**src/sv/gfc_ram.sv**
```systemverilog
`timescale 1ns / 1ps
// Generic single-write, single-read RAM with registered read data.
// No dependencies.
module gfc_ram #(
  parameter int WIDTH = 8,
  parameter int DEPTH = 256
) (
  input  logic                     clk,
  input  logic                     we,
  input  logic [$clog2(DEPTH)-1:0] waddr,
  input  logic [WIDTH-1:0]         wdata,
  input  logic [$clog2(DEPTH)-1:0] raddr,
  output logic [WIDTH-1:0]         rdata
);

  logic [WIDTH-1:0] mem [DEPTH];

  always_ff @(posedge clk) begin
    if (we) begin
      mem[waddr] <= wdata;
    end
    rdata <= mem[raddr];
  end

endmodule

```
**config.mk**
```make
export PLATFORM = sky130hd
export DESIGN_NAME = gfc_ram
export DESIGN_NICKNAME = d
export VERILOG_FILES = /design/src/sv/gfc_ram.sv
export SDC_FILE = /design/constraint.sdc
export NUM_CORES = 2
export LEC_CHECK = 0
export ABC_AREA = 0
export BUFFER_PORTS_ARGS = -buffer_cell sky130_fd_sc_hd__buf_4
export CAP_MARGIN = 20
export CELL_PAD_IN_SITES_DETAIL_PLACEMENT = 2
export CELL_PAD_IN_SITES_GLOBAL_PLACEMENT = 2
export CORE_MARGIN = 5
export CORE_UTILIZATION = 39
export DETAILED_ROUTE_END_ITERATION = 10
export GPL_TIMING_DRIVEN = 0
export PLACE_DENSITY = 0.6
export SLEW_MARGIN = 25
export SYNTH_ARGS = -nofsm -noshare
export SYNTH_HDL_FRONTEND = slang
export SYNTH_SLANG_ARGS = --single-unit
```
**constraint.sdc**
```tcl
create_clock -name clk -period 5.1 [get_ports clk]
set_clock_uncertainty 0.2 [all_clocks]
set_input_delay 0.51 -clock clk [delete_from_list [all_inputs] [get_ports clk]]
set_output_delay 0.51 -clock clk [all_outputs]
set_load 0.02 [all_outputs]
```
==> results.py <==
metrics = {
    "clock_tree": {
        "root_buffer": "clkbuf_16",
        "ctsResizeCount": 0,
        "tritoncts": "yes",
        "clockBufferDepth": 3,
        "cts.clk_slew.worst_paths_ns": 0.06,
        "cts_max_level": 4,
        "postCtsSetupRepairBufs": 0,
        "cts_sinks": 2056,
        "insertion_delay_ns": 0.88,
        "cts_buffers": 218,
    },
    "sta": {
        "finalMaxSlewViolations": 0,
        "final_hold_viol_count": 0,
        "rsz0062_at_grt": "false",
        "timing.final.ws_setup_ns": 0.5213,
        "finalSetupViolCount": 0,
        "timing.final.crit_share_pct": 89.78,
        "max_freq_ghz": 0.2184,
        "tns_ns": 0,
        "tightest_slew_ns": 1.154,
        "timing.hold.ws_ns": 0.2779,
        "slew_headroom_pct": 23.09,
        "fin_crit_ns": 4.579,
    },
    "synth": {
        "synthesis.nets": 3759,
        "synthesis.area_um2": 79560,
        "synth_ff_type": "edfxtp_1",
        "yosysSeqAreaShare_pct": 77.50,
        "synth_edf_count": 2048,
        "ys_async_sr_fraction_pct": 0,
        "ys_ff_latch": 2056,
        "yosys_warnings": 0,
        "syn_inst": 3733,
        "ys_types": 55,
        "avgSynthCellArea_um2": 21.31,
    },
    "global_routing": {
        "track_usage_pct": 26.88,
        "antenna_found_initial": 25,
        "grt_pass1_vias": 44080,
        "grt_max_degree": 113,
        "overflow": 0,
        "grt_pass1_wl_mm": 389.0,
    },
    "detailed_routing": {
        "routed_wl_mm": 285.9,
        "vias": 42070,
        "wire_per_inst_um": 41.50,
        "drt_iter0_markers": 5448,
        "ant_nets": 0,
        "viasPerCell": 6.106,
        "drc": 0,
        "dr.pass1.iters": 7,
    },
    "worst_setup_path": {
        "critPathSlowestCell": "a221oi_1",
        "cpMostUsedCell": "buf_4",
        "cp.required_ns": 5.57,
        "cp-start-kind": "primary input",
        "setup.worst_path.class": "primary input to flop",
        "worst-path-max-fanout": 10,
        "reg2regPathDepth": 6,
        "end_kind": "flop",
        "path_cells": "buf_2 -> buf_4 -> buf_4 -> clkbuf_1 -> mux4_2 -> a221oi_1 -> o32ai_1 -> nor3_1 -> nor4_2",
        "worst-endpoint-arrival_ns": 5.05,
        "rr_startpoint": "mem[82][3]",
        "reg2reg_to": "rdata[3]",
        "r2r_slack_ns": 1.11,
        "cpPeakStageDelay_ns": 0.95,
    },
    "die": {
        "initial_core_util_pct": 39.28,
        "core_um2": 202500,
        "die_w_um": 461.7,
        "io_pins": 34,
        "dieHeight_um": 461.7,
        "dieArea_um2": 213100,
        "rows": 165,
    },
    "finish": {
        "layout_common_cells": "2048 x edfxtp_1, 454 x mux4_2, 261 x nor2_1",
        "fin_area_um2": 91400,
        "area_growth_pct": 14.89,
        "final_common_cell": "edfxtp_1",
        "nets": 4062,
        "drive_gt1_share_pct": 24.47,
    },
    "min_path": {
        "hold_class": "primary input to flop",
        "holdPathEnd": "mem[115][1]",
        "worstHoldStart": "waddr[4]",
        "whs_path_depth": 3,
    },
    "place": {
        "dpl_cell_area_um2": 84470,
        "portBuffers": 26,
        "dp_hpwl_mm": 194.8,
        "pre_cts_ws_ns": -0.2472,
        "gp_congestion": 0.8513,
    },
    "pwr": {
        "vdd_drop_max_uv": 382.5,
        "leakagePower_nw": 28.15,
        "powerDensity_nw_per_um2": 397.6,
    },
    "run_status": {
        "status": "finished clean",
    },
    "flow_run": {
        "cap_violations": 0,
    },
}
==> area by class of cell <==
type	count	area [um2]
clock buffers	276	5842
flip-flops and latches	2056	61660
well taps	2672	3343
inverters	2	7.507
diodes	9	22.52
clock inverters	117	945.9
fillers	18140	111100
plain buffers	233	1515
multi-input cells	1442	16620
repair buffers	83	1440
==> stage by stage <==
stage / total power, mW / std cells / util (%)
3_3_place_gp: 21.09 / 6431 / 41.03
2_1_floorplan: 19.92 / 3733 / -
5_1_grt: 37.34 / 6885 / 45.12
6_report: 36.34 / 6890 / 45.13
3_5_place_dp: 21.20 / 6477 / 41.71
4_1_cts: 36.56 / 6878 / 45.10
==> layer usage <==
layer  GRT usage (%)  routed length [um]  up-vias  part of all wire, %
met4           9.476               11200        4                  3.9
met5               0                  37        -                0.013
li1                -                   -    16340                    -
met2           42.88              135300     1933                   47
met3           5.082               21130      421                  7.4
met1           37.31              118300    23380                   41
==> report_power, final <==
part           total, mW  internal [mW]  switching [mW]
clock network       15.5           8.74            6.74
logic               2.22          0.661            1.55
registers           18.6           18.6          0.0129
total               36.3           28.0            8.31
==> Yosys cell counts (3+ instances only) <==
library cell  count  area share [%]
buf_12            8            0.20
buf_1            22            0.10
o22a_1            5           0.055
a22oi_1         133             1.3
buf_6            21            0.30
nand2_1          33            0.16
nor4_2            3           0.047
o32ai_1           4           0.044
a211oi_1         16            0.15
mux4_2          454              13
edfxtp_1       2048              77
buf_4            27            0.25
o221ai_1         46            0.51
a22o_1            8           0.088
buf_8            13            0.25
nand3_1          34            0.21
or2_2             4           0.031
a21oi_1          96            0.60
o211ai_1         10           0.094
nor2_1          282             1.3
nand2b_1          8           0.063
nor4_1           24            0.19
o22ai_1          28            0.22
nand4_1          10           0.079
mux2i_1         134             1.7
nor2b_1          31            0.24
a221oi_1         13            0.14
and2_1            6           0.047
nor3_1           22            0.14
o21ai_0          10           0.063
dfxtp_1           8            0.20
buf_2            31            0.20
clkbuf_1        111            0.52
==> state kept, by name (all words and copies together) (netlist names) <==
| signal | cells |
|---|---|
| mem | 2048 |
| rdata | 8 |
==> worst max-delay path, delay by kind of cell <==
kind / cells / cell delay, ns
AND/OR/NAND/NOR: 2 / 1.18
multiplexers: 1 / 0.42
buffers and inverters: 4 / 1.54
AO/OA/AOI/OAI: 2 / 1.36
==> worst max path at each step <==
stage,startpoint,endpoint,slack [ns],cells after the start
6_report,raddr[1],rdata[3],0.52,9
5_1_grt,raddr[1],rdata[3],0.72,9
4_1_cts,raddr[2],rdata[7],0.67,9
3_5_place_dp,raddr[2],rdata[7],-0.25,9
3_3_place_gp,raddr[1],rdata[7],-1.13,10
2_1_floorplan,raddr[0],rdata[2],2.45,9
==> what timing repair did <==
action / in CTS / in global routing
hold endpoints to repair: 489 / 0
endpoints found under the setup margin: 0 / 0
hold buffers: 8 / 0
==> logic make-up (layout without fill, tap and decap cells) <==
kind of cell,count (synthesis),count (layout),synth area share (%)
buffers and inverters,235,711,1.831
AOI/OAI and AO/OA,385,385,3.419
and+or+nand+nor,466,466,2.628
DFF,2056,2056,77.50
muxes,591,591,14.62
other,0,9,0
No activity file was read; power rests on OpenSTA's default activity.
