[src/sv/gfc_pkg.sv]
`timescale 1ns / 1ps
// Package for the greedy first-fit vertex colorer.
// Holds the sizes, command codes, sequencer states and RAM port bundles.
package gfc_pkg;

  localparam int VERTS  = 1024;
  localparam int EDGES  = 8192;

  localparam int CMD_W  = 3;
  localparam int ADDR_W = 13;
  localparam int VAL_W  = 14;
  localparam int VID_W  = $clog2(VERTS);
  localparam int COL_W  = $clog2(VERTS + 1);
  localparam int OFF_W  = VAL_W;
  localparam int OFF_AW = $clog2(VERTS + 1);
  localparam int NBR_AW = $clog2(EDGES);

  localparam logic [CMD_W-1:0] CMD_WR_OFF = CMD_W'(0);
  localparam logic [CMD_W-1:0] CMD_WR_NBR = CMD_W'(1);
  localparam logic [CMD_W-1:0] CMD_WR_COL = CMD_W'(2);
  localparam logic [CMD_W-1:0] CMD_COLOUR = CMD_W'(3);
  localparam logic [CMD_W-1:0] CMD_RD_COL = CMD_W'(4);
  localparam logic [CMD_W-1:0] CMD_CLEAR  = CMD_W'(5);

  localparam logic [COL_W-1:0] UNCOLOURED = COL_W'(VERTS);
  localparam logic [COL_W-1:0] MARK_EMPTY = '1;

  typedef enum logic [10:0] {
    S_IDLE  = 11'b000_0000_0001,
    S_SWEEP = 11'b000_0000_0010,
    S_OFF1  = 11'b000_0000_0100,
    S_OFF2  = 11'b000_0000_1000,
    S_NBR   = 11'b000_0001_0000,
    S_COL   = 11'b000_0010_0000,
    S_MARK  = 11'b000_0100_0000,
    S_SRCH0 = 11'b000_1000_0000,
    S_SRCH  = 11'b001_0000_0000,
    S_RDCOL = 11'b010_0000_0000,
    S_SPARE = 11'b100_0000_0000
  } state_t;

  typedef struct packed {
    logic              we;
    logic [OFF_AW-1:0] waddr;
    logic [OFF_W-1:0]  wdata;
    logic [OFF_AW-1:0] raddr;
  } off_port_t;

  typedef struct packed {
    logic              we;
    logic [NBR_AW-1:0] waddr;
    logic [VID_W-1:0]  wdata;
    logic [NBR_AW-1:0] raddr;
  } nbr_port_t;

  typedef struct packed {
    logic             we;
    logic [VID_W-1:0] waddr;
    logic [COL_W-1:0] wdata;
    logic [VID_W-1:0] raddr;
  } vmem_port_t;

endpackage

[src/sv/gfc_seq.sv]
`timescale 1ns / 1ps
// Command sequencer: decodes commands, walks neighbours, stamps marks and
// searches for the first free colour with one shared compare. Uses gfc_pkg.
module gfc_seq
  import gfc_pkg::*;
(
  input  logic              clk,
  input  logic              rst,
  input  logic              start,
  output logic              busy,
  input  logic [CMD_W-1:0]  command,
  input  logic [ADDR_W-1:0] address,
  input  logic [VAL_W-1:0]  value,
  output logic              valid,
  output logic [VID_W-1:0]  vertex,
  output logic [COL_W-1:0]  colour,
  output off_port_t         off_port,
  output nbr_port_t         nbr_port,
  output vmem_port_t        col_port,
  output vmem_port_t        mark_port,
  input  logic [OFF_W-1:0]  off_rdata,
  input  logic [VID_W-1:0]  nbr_rdata,
  input  logic [COL_W-1:0]  col_rdata,
  input  logic [COL_W-1:0]  mark_rdata
);

  localparam logic [ADDR_W:0]  VERTS_A  = (ADDR_W + 1)'(VERTS);
  localparam logic [ADDR_W:0]  EDGES_A  = (ADDR_W + 1)'(EDGES);
  localparam logic [VAL_W-1:0] VERTS_V  = VAL_W'(VERTS);
  localparam logic [OFF_W-1:0] EDGES_O  = OFF_W'(EDGES);
  localparam logic [VID_W-1:0] LAST_VID = VID_W'(VERTS - 1);
  localparam logic [COL_W-1:0] LAST_COL = COL_W'(VERTS - 1);

  state_t           state, state_next;
  logic [VID_W-1:0] v;
  logic [OFF_W-1:0] e;
  logic [OFF_W-1:0] stop;
  logic [COL_W-1:0] c;
  logic [VID_W-1:0] sw;
  logic             sweep_col;

  logic             accept;
  logic             addr_is_vert;
  logic [OFF_W-1:0] stop_clip;
  logic [COL_W-1:0] c_inc;
  logic             found;
  logic             last;
  logic [COL_W-1:0] res_col;

  assign busy         = (state != S_IDLE);
  assign accept       = start && !busy;
  assign addr_is_vert = ({1'b0, address} < VERTS_A);
  assign stop_clip    = (off_rdata > EDGES_O) ? EDGES_O : off_rdata;
  assign c_inc        = c + COL_W'(1);
  assign found        = (mark_rdata != {1'b0, v});
  assign last         = (c == LAST_COL);
  assign res_col      = found ? c : UNCOLOURED;

  always_comb begin
    state_next = state;

    off_port.we    = 1'b0;
    off_port.waddr = address[OFF_AW-1:0];
    off_port.wdata = value;
    off_port.raddr = (state == S_OFF1) ? ({1'b0, v} + OFF_AW'(1)) : address[OFF_AW-1:0];

    nbr_port.we    = 1'b0;
    nbr_port.waddr = address[NBR_AW-1:0];
    nbr_port.wdata = value[VID_W-1:0];
    nbr_port.raddr = e[NBR_AW-1:0];

    col_port.we    = 1'b0;
    col_port.waddr = address[VID_W-1:0];
    col_port.wdata = (value > VERTS_V) ? UNCOLOURED : value[COL_W-1:0];
    col_port.raddr = (state == S_COL) ? nbr_rdata : address[VID_W-1:0];

    mark_port.we    = 1'b0;
    mark_port.waddr = col_rdata[VID_W-1:0];
    mark_port.wdata = {1'b0, v};
    mark_port.raddr = (state == S_SRCH) ? c_inc[VID_W-1:0] : '0;

    case (state)
      S_IDLE: begin
        if (accept) begin
          case (command)
            CMD_WR_OFF: off_port.we = ({1'b0, address} <= VERTS_A);
            CMD_WR_NBR: nbr_port.we = ({1'b0, address} < EDGES_A) && (value < VERTS_V);
            CMD_WR_COL: col_port.we = addr_is_vert;
            CMD_COLOUR: if (addr_is_vert) state_next = S_OFF1;
            CMD_RD_COL: if (addr_is_vert) state_next = S_RDCOL;
            CMD_CLEAR:  state_next = S_SWEEP;
            default:    state_next = S_IDLE;
          endcase
        end
      end
      S_SWEEP: begin
        mark_port.we    = 1'b1;
        mark_port.waddr = sw;
        mark_port.wdata = MARK_EMPTY;
        col_port.we     = sweep_col;
        col_port.waddr  = sw;
        col_port.wdata  = UNCOLOURED;
        if (sw == LAST_VID) state_next = S_IDLE;
      end
      S_OFF1: state_next = S_OFF2;
      S_OFF2: state_next = (e < stop_clip) ? S_NBR : S_SRCH0;
      S_NBR:  state_next = S_COL;
      S_COL:  state_next = S_MARK;
      S_MARK: begin
        mark_port.we = (col_rdata < UNCOLOURED);
        state_next   = (e < stop) ? S_COL : S_SRCH0;
      end
      S_SRCH0: state_next = S_SRCH;
      S_SRCH: begin
        if (found || last) begin
          col_port.we    = 1'b1;
          col_port.waddr = v;
          col_port.wdata = res_col;
          state_next     = S_IDLE;
        end
      end
      S_RDCOL: state_next = S_IDLE;
      default: state_next = S_IDLE;
    endcase
  end

  always_ff @(posedge clk) begin
    if (rst) begin
      state     <= S_SWEEP;
      sweep_col <= 1'b1;
      sw        <= '0;
      valid     <= 1'b0;
    end else begin
      state <= state_next;
      valid <= 1'b0;
      case (state)
        S_IDLE: begin
          if (accept) begin
            v <= address[VID_W-1:0];
            if (command == CMD_CLEAR) begin
              sweep_col <= 1'b0;
              sw        <= '0;
            end
          end
        end
        S_SWEEP: sw <= sw + VID_W'(1);
        S_OFF1:  e <= off_rdata;
        S_OFF2:  stop <= stop_clip;
        S_COL:   e <= e + OFF_W'(1);
        S_SRCH0: c <= '0;
        S_SRCH: begin
          c <= c_inc;
          if (found || last) begin
            valid  <= 1'b1;
            vertex <= v;
            colour <= res_col;
          end
        end
        S_RDCOL: begin
          valid  <= 1'b1;
          vertex <= v;
          colour <= col_rdata;
        end
        default: ;
      endcase
    end
  end

  a_valid_src: assert property (@(posedge clk) disable iff (rst)
    valid |-> ($past(state) == S_SRCH || $past(state) == S_RDCOL))
    else $error("result strobe without search or read");

  a_colour_range: assert property (@(posedge clk) disable iff (rst)
    valid |-> (colour <= UNCOLOURED))
    else $error("reported colour out of range");

  a_colour_start: assert property (@(posedge clk) disable iff (rst)
    (accept && command == CMD_COLOUR && addr_is_vert) |=> (state == S_OFF1))
    else $error("colour command did not start offset fetch");

  a_mark_idle: assert property (@(posedge clk) disable iff (rst)
    (state == S_IDLE) |-> !mark_port.we)
    else $error("mark write while idle");

endmodule

[config.mk]
export PLATFORM = sky130hd
export DESIGN_NAME = gfc_seq
export DESIGN_NICKNAME = d
export VERILOG_FILES = /design/src/sv/gfc_pkg.sv /design/src/sv/gfc_seq.sv
export SDC_FILE = /design/constraint.sdc
export NUM_CORES = 1
export LEC_CHECK = 0
export BUFFER_PORTS_ARGS = -buffer_cell sky130_fd_sc_hd__buf_4
export CORE_MARGIN = 4
export CORE_UTILIZATION = 45
export DETAILED_ROUTE_END_ITERATION = 8
export GPL_ROUTABILITY_DRIVEN = 0
export GPL_TIMING_DRIVEN = 0
export PLACE_DENSITY = 0.77
export SETUP_SLACK_MARGIN = 0.05
export SLEW_MARGIN = 10
export SYNTH_ARGS = -nofsm -noshare
export SYNTH_HDL_FRONTEND = slang
export SYNTH_SLANG_ARGS = --single-unit
[constraint.sdc]
create_clock -name clk -period 3.1 [get_ports clk]
set_input_delay 0.31 -clock clk [delete_from_list [all_inputs] [get_ports clk]]
set_output_delay 0.31 -clock clk [all_outputs]
set_load 0.01 [all_outputs]
==> impl_metrics.json, run 1 <==
{
  "core_um2": 13880,
  "clkTransAtPathRegs_ns": 0.07,
  "p_total_mw": 3.101,
  "yosysWarningCount": 0,
  "synth-edff-count": 70,
  "routedWlPerCell_um": 18.65,
  "grt_max_degree": 19,
  "syn_to_final_growth_pct": 38.44,
  "grt_pass1_wl_um": 31510,
  "cts.path.max_buffers": 2,
  "cts_buffers": 9,
  "synth_nets": 796,
  "avgViaCountPerCell": 5.463,
  "finalHoldViolCount": 0,
  "synth_cell_types": 59,
  "overflow": 0,
  "hold_path_class": "primary input to flip-flop",
  "die_h_um": 127.2,
  "reg2reg_from": "state[7]$_SDFFE_PP0P_",
  "peakVddDrop_mv": 0.2472,
  "crit_required_ns": 2.79,
  "fin_crit_sh_pct": 95.79,
  "internal_power_mw": 2.278,
  "r2r_end": "c[7]$_SDFFCE_PN0P_",
  "hold_buffers": 0,
  "switching_share_pct": 26.54,
  "reg2reg_depth": 6,
  "ios": 240,
  "hp-start": "address[9]",
  "hold_depth": 1,
  "syn_area_um2": 6389,
  "clk_latency_ns": 0.35,
  "p_comb_share_pct": 20.5,
  "drtAntennaViolNets": 0,
  "n_antenna_cell": 0,
  "cts_tree": "done",
  "nets": 1051,
  "clkPwrFrac_pct": 36.3,
  "synth_area_per_cell_um2": 9.299,
  "final_cell_mix": "buf_4 (305), nand2_1 (75), edfxtp_1 (70), nor2_1 (54), o21ai_0 (39)",
  "ys_ff_latch": 92,
  "nFillCells": 1200,
  "leakage_nw": 3.968,
  "final-setup-viol-count": 0,
  "die_area_um2": 16170,
  "vias": 6157,
  "worst-slew-pin-transition_ns": 1.055,
  "cts_sinks": 92,
  "first_global_vias": 5675,
  "switchingPower_uw": 823.1,
  "htree_levels": 3,
  "slew_headroom_pct": 29.64,
  "min_period_ns": 2.970,
  "ys_seq_area_share_pct": 39.80,
  "detail_route.iter0.violations": 416,
  "synth_ff_type": "edfxtp_1",
  "p_per_area_nw_per_um2": 350.6,
  "outcome": "complete, no violations",
  "crit_arrival_ns": 2.66,
  "cp-end-kind": "output port",
  "syn_inst": 687,
  "cts_root_buf": "clkbuf_16",
  "start_util_pct": 46.02,
  "cp-start-kind": "flip-flop",
  "hold_end": "v[9]$_DFFE_PP_",
  "antenna_found_initial": 0,
  "cap_viol_max_count": 0,
  "hpwl_um": 16240,
  "final_common_cell": "buf_4",
  "grt_setup_unrepaired": "false",
  "pre_cts_slack_ns": 0.03309,
  "ys_async_sr_fraction_pct": 0,
  "dieWidth_um": 127.2,
  "postLayoutSetupSlackWorst_ns": 0.1305,
  "fmax_ghz": 0.3368,
  "r2r_setup_slack_ns": 0.31,
  "holdWs_ns": 0.1903,
  "crit_path_max_fanout": 10,
  "finClkSkew_ns": 0.01088,
  "rows": 43,
  "drc": 0,
  "path_class": "flip-flop to output port",
  "drt-pass1-iter-count": 5,
  "slew_violations": 0,
  "tns_ns": 0,
  "wl_um": 21010,
  "drive_gt1_share_pct": 37.80,
  "port_buffers": 237,
  "grt.total_usage_pct": 24.88,
  "power_frac_seq_pct": 43.1
}
==> worst max-delay path, cell delays in order, from the launching register on <==
cell	delay (ns)
dfxtp_1	0.30
clkbuf_1	0.21
or4_1	0.47
or3_1	0.40
buf_6	0.16
nand4_1	0.12
o31ai_4	0.10
buf_12	0.15
a22o_1	0.24
buf_4	0.15
==> area by class of cell <==
cell class	count	area [µm²]	share of cell area (%)
Multi-Input combinational cell	471	3192	36.09
Sequential cell	92	2542	28.75
Timing Repair Buffer	246	1874	21.19
Buffer	90	591.8	6.691
Clock buffer	9	225.2	2.546
Tap cell	180	225.2	2.546
Inverter	32	120.1	1.358
Clock inverter	7	73.82	0.8346
==> Yosys cell counts (2+ instances only) <==
cell type	instances	area [µm²]
nor2b_1	4	25.02
or4_1	7	52.55
edfxtp_1	70	2102
a21o_1	14	105.1
nand4b_1	2	17.52
or3_1	2	12.51
clkbuf_1	27	101.4
nand2_1	75	281.5
nor2_1	56	210.2
ha_1	30	375.4
dfxtp_1	22	440.4
o41ai_1	2	17.52
a22o_1	10	87.58
nor4_1	14	87.58
xnor2_1	21	183.9
inv_1	31	116.4
nor3_1	9	45.04
nand3_1	22	110.1
nor4b_1	3	26.28
nand2b_1	15	93.84
buf_4	63	473.0
nand3b_1	6	45.04
and4b_1	2	20.02
xor2_1	27	236.5
a41o_1	2	20.02
and2_1	11	68.82
and3_1	9	56.30
o21a_1	2	15.01
a21oi_1	15	75.07
o21ai_0	39	195.2
a221o_1	11	110.1
nand4_1	15	93.84
nor3b_1	6	45.04
and4_1	3	26.28
a211oi_1	3	22.52
mux2_2	14	157.7
==> routing by layer <==
layer | wire (µm) | track usage, %
met2 | 10040 | 40.69
met3 | 1681 | 4.515
met4 | 528 | 9.274
met5 | 0 | 0
met1 | 8761 | 33.03
==> flip-flops by register name, summed over array words and instances (netlist names) <==
signal     flops
sweep_col      1
valid          1
e             14
colour        11
sw            10
c             11
state         10
v             10
vertex        10
stop          14
==> logic make-up (layout without fill, tap and decap cells) <==
logic type	Yosys count	after routing	share of synthesized area [%]
and+or+nand+nor	267	267	21.88
xor gates and xnor gates	48	48	6.581
buffers and inverters	124	384	11.12
adders and majority gates	30	30	5.875
AOI/OAI and AO/OA	112	112	12.28
DFF	92	92	39.80
muxes	14	14	2.468
==> stage by stage <==
step           std cells  cell area [µm²]  utilization, %
6_report            1127             8845           63.72
5_1_grt             1127             8845           63.72
4_1_cts             1129             8835           63.65
3_5_place_dp        1107             8457           60.92
3_3_place_gp        1104             8399           60.51
2_1_floorplan        687             6395               -
==> power by group through the flow <==
stage / Combinational, mW / Clock, mW / Sequential [mW]
2_1_floorplan: 0.296 / 0 / 1.36
3_3_place_gp: 0.622 / 0 / 1.36
3_5_place_dp: 0.630 / 0 / 1.36
4_1_cts: 0.635 / 1.13 / 1.34
5_1_grt: 0.683 / 1.17 / 1.34
6_report: 0.637 / 1.13 / 1.34
==> worst max-delay path by stage <==
stage | start | end | slack (ns) | depth (start not counted)
after floorplan | c[0]$_SDFFCE_PN0P_ | colour[0]$_DFFE_PP_ | 0.11 | 6
after global placement | state[2]$_SDFFE_PP0P_ | e[9]$_DFFE_PP_ | -0.58 | 6
after detailed placement | v[4]$_DFFE_PP_ | col_port[19] | 0.03 | 7
after CTS | c[0]$_SDFFCE_PN0P_ | col_port[20] | 0.08 | 8
after global routing | state[7]$_SDFFE_PP0P_ | col_port[27] | 0.05 | 9
final | state[7]$_SDFFE_PP0P_ | col_port[19] | 0.13 | 9
==> timing repair <==
action,CTS,global route
setup buffers,6,0
endpoints found under the setup margin,24,27
gates resized for setup,5,7
pin swaps,3,0
endpoints found under the hold margin,0,0
(Power assumes the default switching activity.)
==> inputs of run 2 (changes only) <==
--- a/config.mk
+++ b/config.mk
@@ -11,8 +11,8 @@
 export DETAILED_ROUTE_END_ITERATION = 8
 export GPL_ROUTABILITY_DRIVEN = 0
 export GPL_TIMING_DRIVEN = 0
-export PLACE_DENSITY = 0.77
-export SETUP_SLACK_MARGIN = 0.05
+export PLACE_DENSITY_LB_ADDON = 0.15
+export SETUP_SLACK_MARGIN = 0.5
 export SLEW_MARGIN = 10
 export SYNTH_ARGS = -nofsm -noshare
 export SYNTH_HDL_FRONTEND = slang
==> constraint.sdc (replaced) <==
create_clock -name clk -period 3.1 [get_ports clk]
set_input_delay 0.93 -clock clk [delete_from_list [all_inputs] [get_ports clk]]
set_output_delay 0.93 -clock clk [all_outputs]
set_load 0.01 [all_outputs]
==> run 2 against run 1 <==
  * The run now ends with setup timing left
  * First-iteration DRC count increased by 42%
  * Final cell count grew 4.6%
  * Clock-buffer cell count unchanged
  * Combinational power rose by 34%
  * Clock power grew 14%
  * Sequential power is essentially flat
  * Maximum frequency shrank 20%
  * Register-to-register slack better by 0.05 ns
  * Design area is 16% higher
  * Global-route usage is 3.1 points higher
  * Setup slack worse by 0.74 ns
==> impl_metrics.json, run 2 (synthesis results as in run 1) <==
{
  "n_antenna_cell": 0,
  "crit_path_max_fanout": 5,
  "slew_headroom_pct": 35.49,
  "cts_root_buf": "clkbuf_16",
  "finClkSkew_ns": 0.005943,
  "clk_latency_ns": 0.35,
  "cts_buffers": 9,
  "reg_top3": "e: 14 flops, stop: 14 flops",
  "outcome": "complete, but fails checks",
  "wl_um": 24150,
  "final_cell_mix": "buf_4 (291), edfxtp_1 (70), nand2_1 (65), buf_6 (56), nor2_1 (51)",
  "violations": "setup timing",
  "finalHoldViolCount": 0,
  "cap_viol_max_count": 0,
  "reg2reg_from": "state[2]$_SDFFE_PP0P_",
  "drt-pass1-iter-count": 5,
  "cts_tree": "done",
  "peakVddDrop_mv": 0.2662,
  "grt_setup_unrepaired": "true",
  "grt.total_usage_pct": 27.99,
  "drc": 0,
  "worst-slew-pin-transition_ns": 0.9623,
  "critical_path.most_common_cell": "buf_6",
  "cts.path.max_buffers": 2,
  "clkTransAtPathRegs_ns": 0.07,
  "ios": 240,
  "final-setup-viol-count": 75,
  "start_util_pct": 46.02,
  "reg2reg_depth": 12,
  "slew_violations": 0,
  "fin_util_pct": 74.03,
  "port_buffers": 237,
  "vias": 6526,
  "hold_buffers": 0,
  "crit_arrival_ns": 2.78,
  "nets": 1103,
  "cts_sinks": 92,
  "startpoint": "value[3]",
  "core_um2": 13880,
  "dieWidth_um": 127.2,
  "place_area_um2": 8735,
  "holdWs_ns": 0.4483,
  "cp_cell_sequence": "buf_8, or4_4, o41ai_4, nand2_1, o31ai_4, buf_6, a22o_1, buf_6",
  "syn_to_final_growth_pct": 60.85,
  "leakage_nw": 4.597,
  "postLayoutSetupSlackWorst_ns": -0.6066,
  "crit_required_ns": 2.17,
  "setup.worst_path.end": "col_port[14]",
  "grt_max_degree": 16,
  "fin_area_um2": 10280,
  "p_per_area_nw_per_um2": 338.8,
  "die_area_um2": 16170,
  "detail_route.iter0.violations": 591,
  "r2r_setup_slack_ns": 0.36,
  "grt_pass1_wl_um": 35350,
  "final_common_cell": "buf_4",
  "r2r_end": "e[3]$_DFFE_PP_",
  "drtAntennaViolNets": 0,
  "fin_crit_sh_pct": 119.6,
  "path_class": "primary input to output port",
  "min_period_ns": 3.707,
  "avgViaCountPerCell": 5.535,
  "antenna_found_initial": 0,
  "fmax_ghz": 0.2698,
  "overflow": 0,
  "htree_levels": 3,
  "first_global_vias": 6136,
  "cp-end-kind": "output port",
  "die_h_um": 127.2,
  "cp-start-kind": "primary input",
  "rows": 43,
  "nFillCells": 975,
  "hold_path_class": "flip-flop to flip-flop",
  "hpwl_um": 16640,
  "routedWlPerCell_um": 20.48,
  "slowest_delay_ns": 0.54,
  "crit_slowest_cell": "or4_4",
  "drive_gt1_share_pct": 49.05
}
[run 2: cell count changes in the layout (fill, tap and decap cells not counted), sizes merged]
cell      change
clkinvlp      +1
buf          +49
nor2          +1
clkbuf        +2
bufinv        +2
inv           -3
[run 2: per-layer routing]
metal | wire length [µm] | vias up | share of wire (%) | track usage (%)
met3 | 1962 | 41 | 8.1 | 4.473
li1 | - | 3020 | - | -
met2 | 11960 | 317 | 50 | 46.39
met1 | 9648 | 3148 | 40 | 37.75
met5 | 0 | - | 0 | 0
met4 | 579 | 0 | 2.4 | 8.707
[run 2: worst min path at each step]
stage                               from                  end  slack, ns  cells past startpoint
after floorplan           v[2]$_DFFE_PP_  vertex[2]$_DFFE_PP_       0.42                      0
after global placement    v[6]$_DFFE_PP_  vertex[6]$_DFFE_PP_       0.43                      0
after detailed placement  v[4]$_DFFE_PP_  vertex[4]$_DFFE_PP_       0.43                      0
after CTS                 v[4]$_DFFE_PP_  vertex[4]$_DFFE_PP_       0.45                      0
after global routing      v[6]$_DFFE_PP_  vertex[6]$_DFFE_PP_       0.45                      0
final                     v[6]$_DFFE_PP_  vertex[6]$_DFFE_PP_       0.45                      0
[run 2: where the power goes]
group,leakage (nW),internal [mW],switching [mW],total [mW]
Clock,0.161,0.786,0.502,1.29
Combinational,3.62,0.466,0.391,0.856
Sequential,0.816,1.32,0.0143,1.34
[run 2: stage by stage]
step / total power, mW / cells / TNS (ns) / worst slack (ns)
2_1_floorplan: 1.681 / 687 / -3.053 / -0.2827
3_3_place_gp: 2.012 / 1104 / -16.90 / -0.9092
3_5_place_dp: 2.020 / 1105 / -17.07 / -0.8913
4_1_cts: 3.424 / 1167 / -18.11 / -0.5947
5_1_grt: 3.577 / 1179 / -26.97 / -0.6585
6_report: 3.482 / 1179 / -23.43 / -0.6066
[run 2: final cells by class]
class / instances / area [µm²] / area share, %
clock buffer: 9 / 225.2 / 2.192
inverter: 32 / 132.6 / 1.291
clock inverter: 7 / 115.1 / 1.120
tap: 180 / 225.2 / 2.192
sequential: 92 / 2555 / 24.86
multi-input combinational: 472 / 3665 / 35.66
timing repair buffer: 295 / 2575 / 25.06
buffer: 92 / 783.3 / 7.622
[run 2: worst max-delay path, delay by kind of cell]
family | cells | cell delay, ns
AOI/OAI and AO/OA | 3 | 0.78
and+or+nand+nor | 2 | 0.68
buffers and inverters | 3 | 0.38
[run 2: timing repair]
item | in CTS | in global routing
setup endpoints to repair | 125 | 116
buffers inserted | 37 | 11
pin swaps | 21 | 8
cloned | 9 | 1
gates resized for setup | 117 | 46
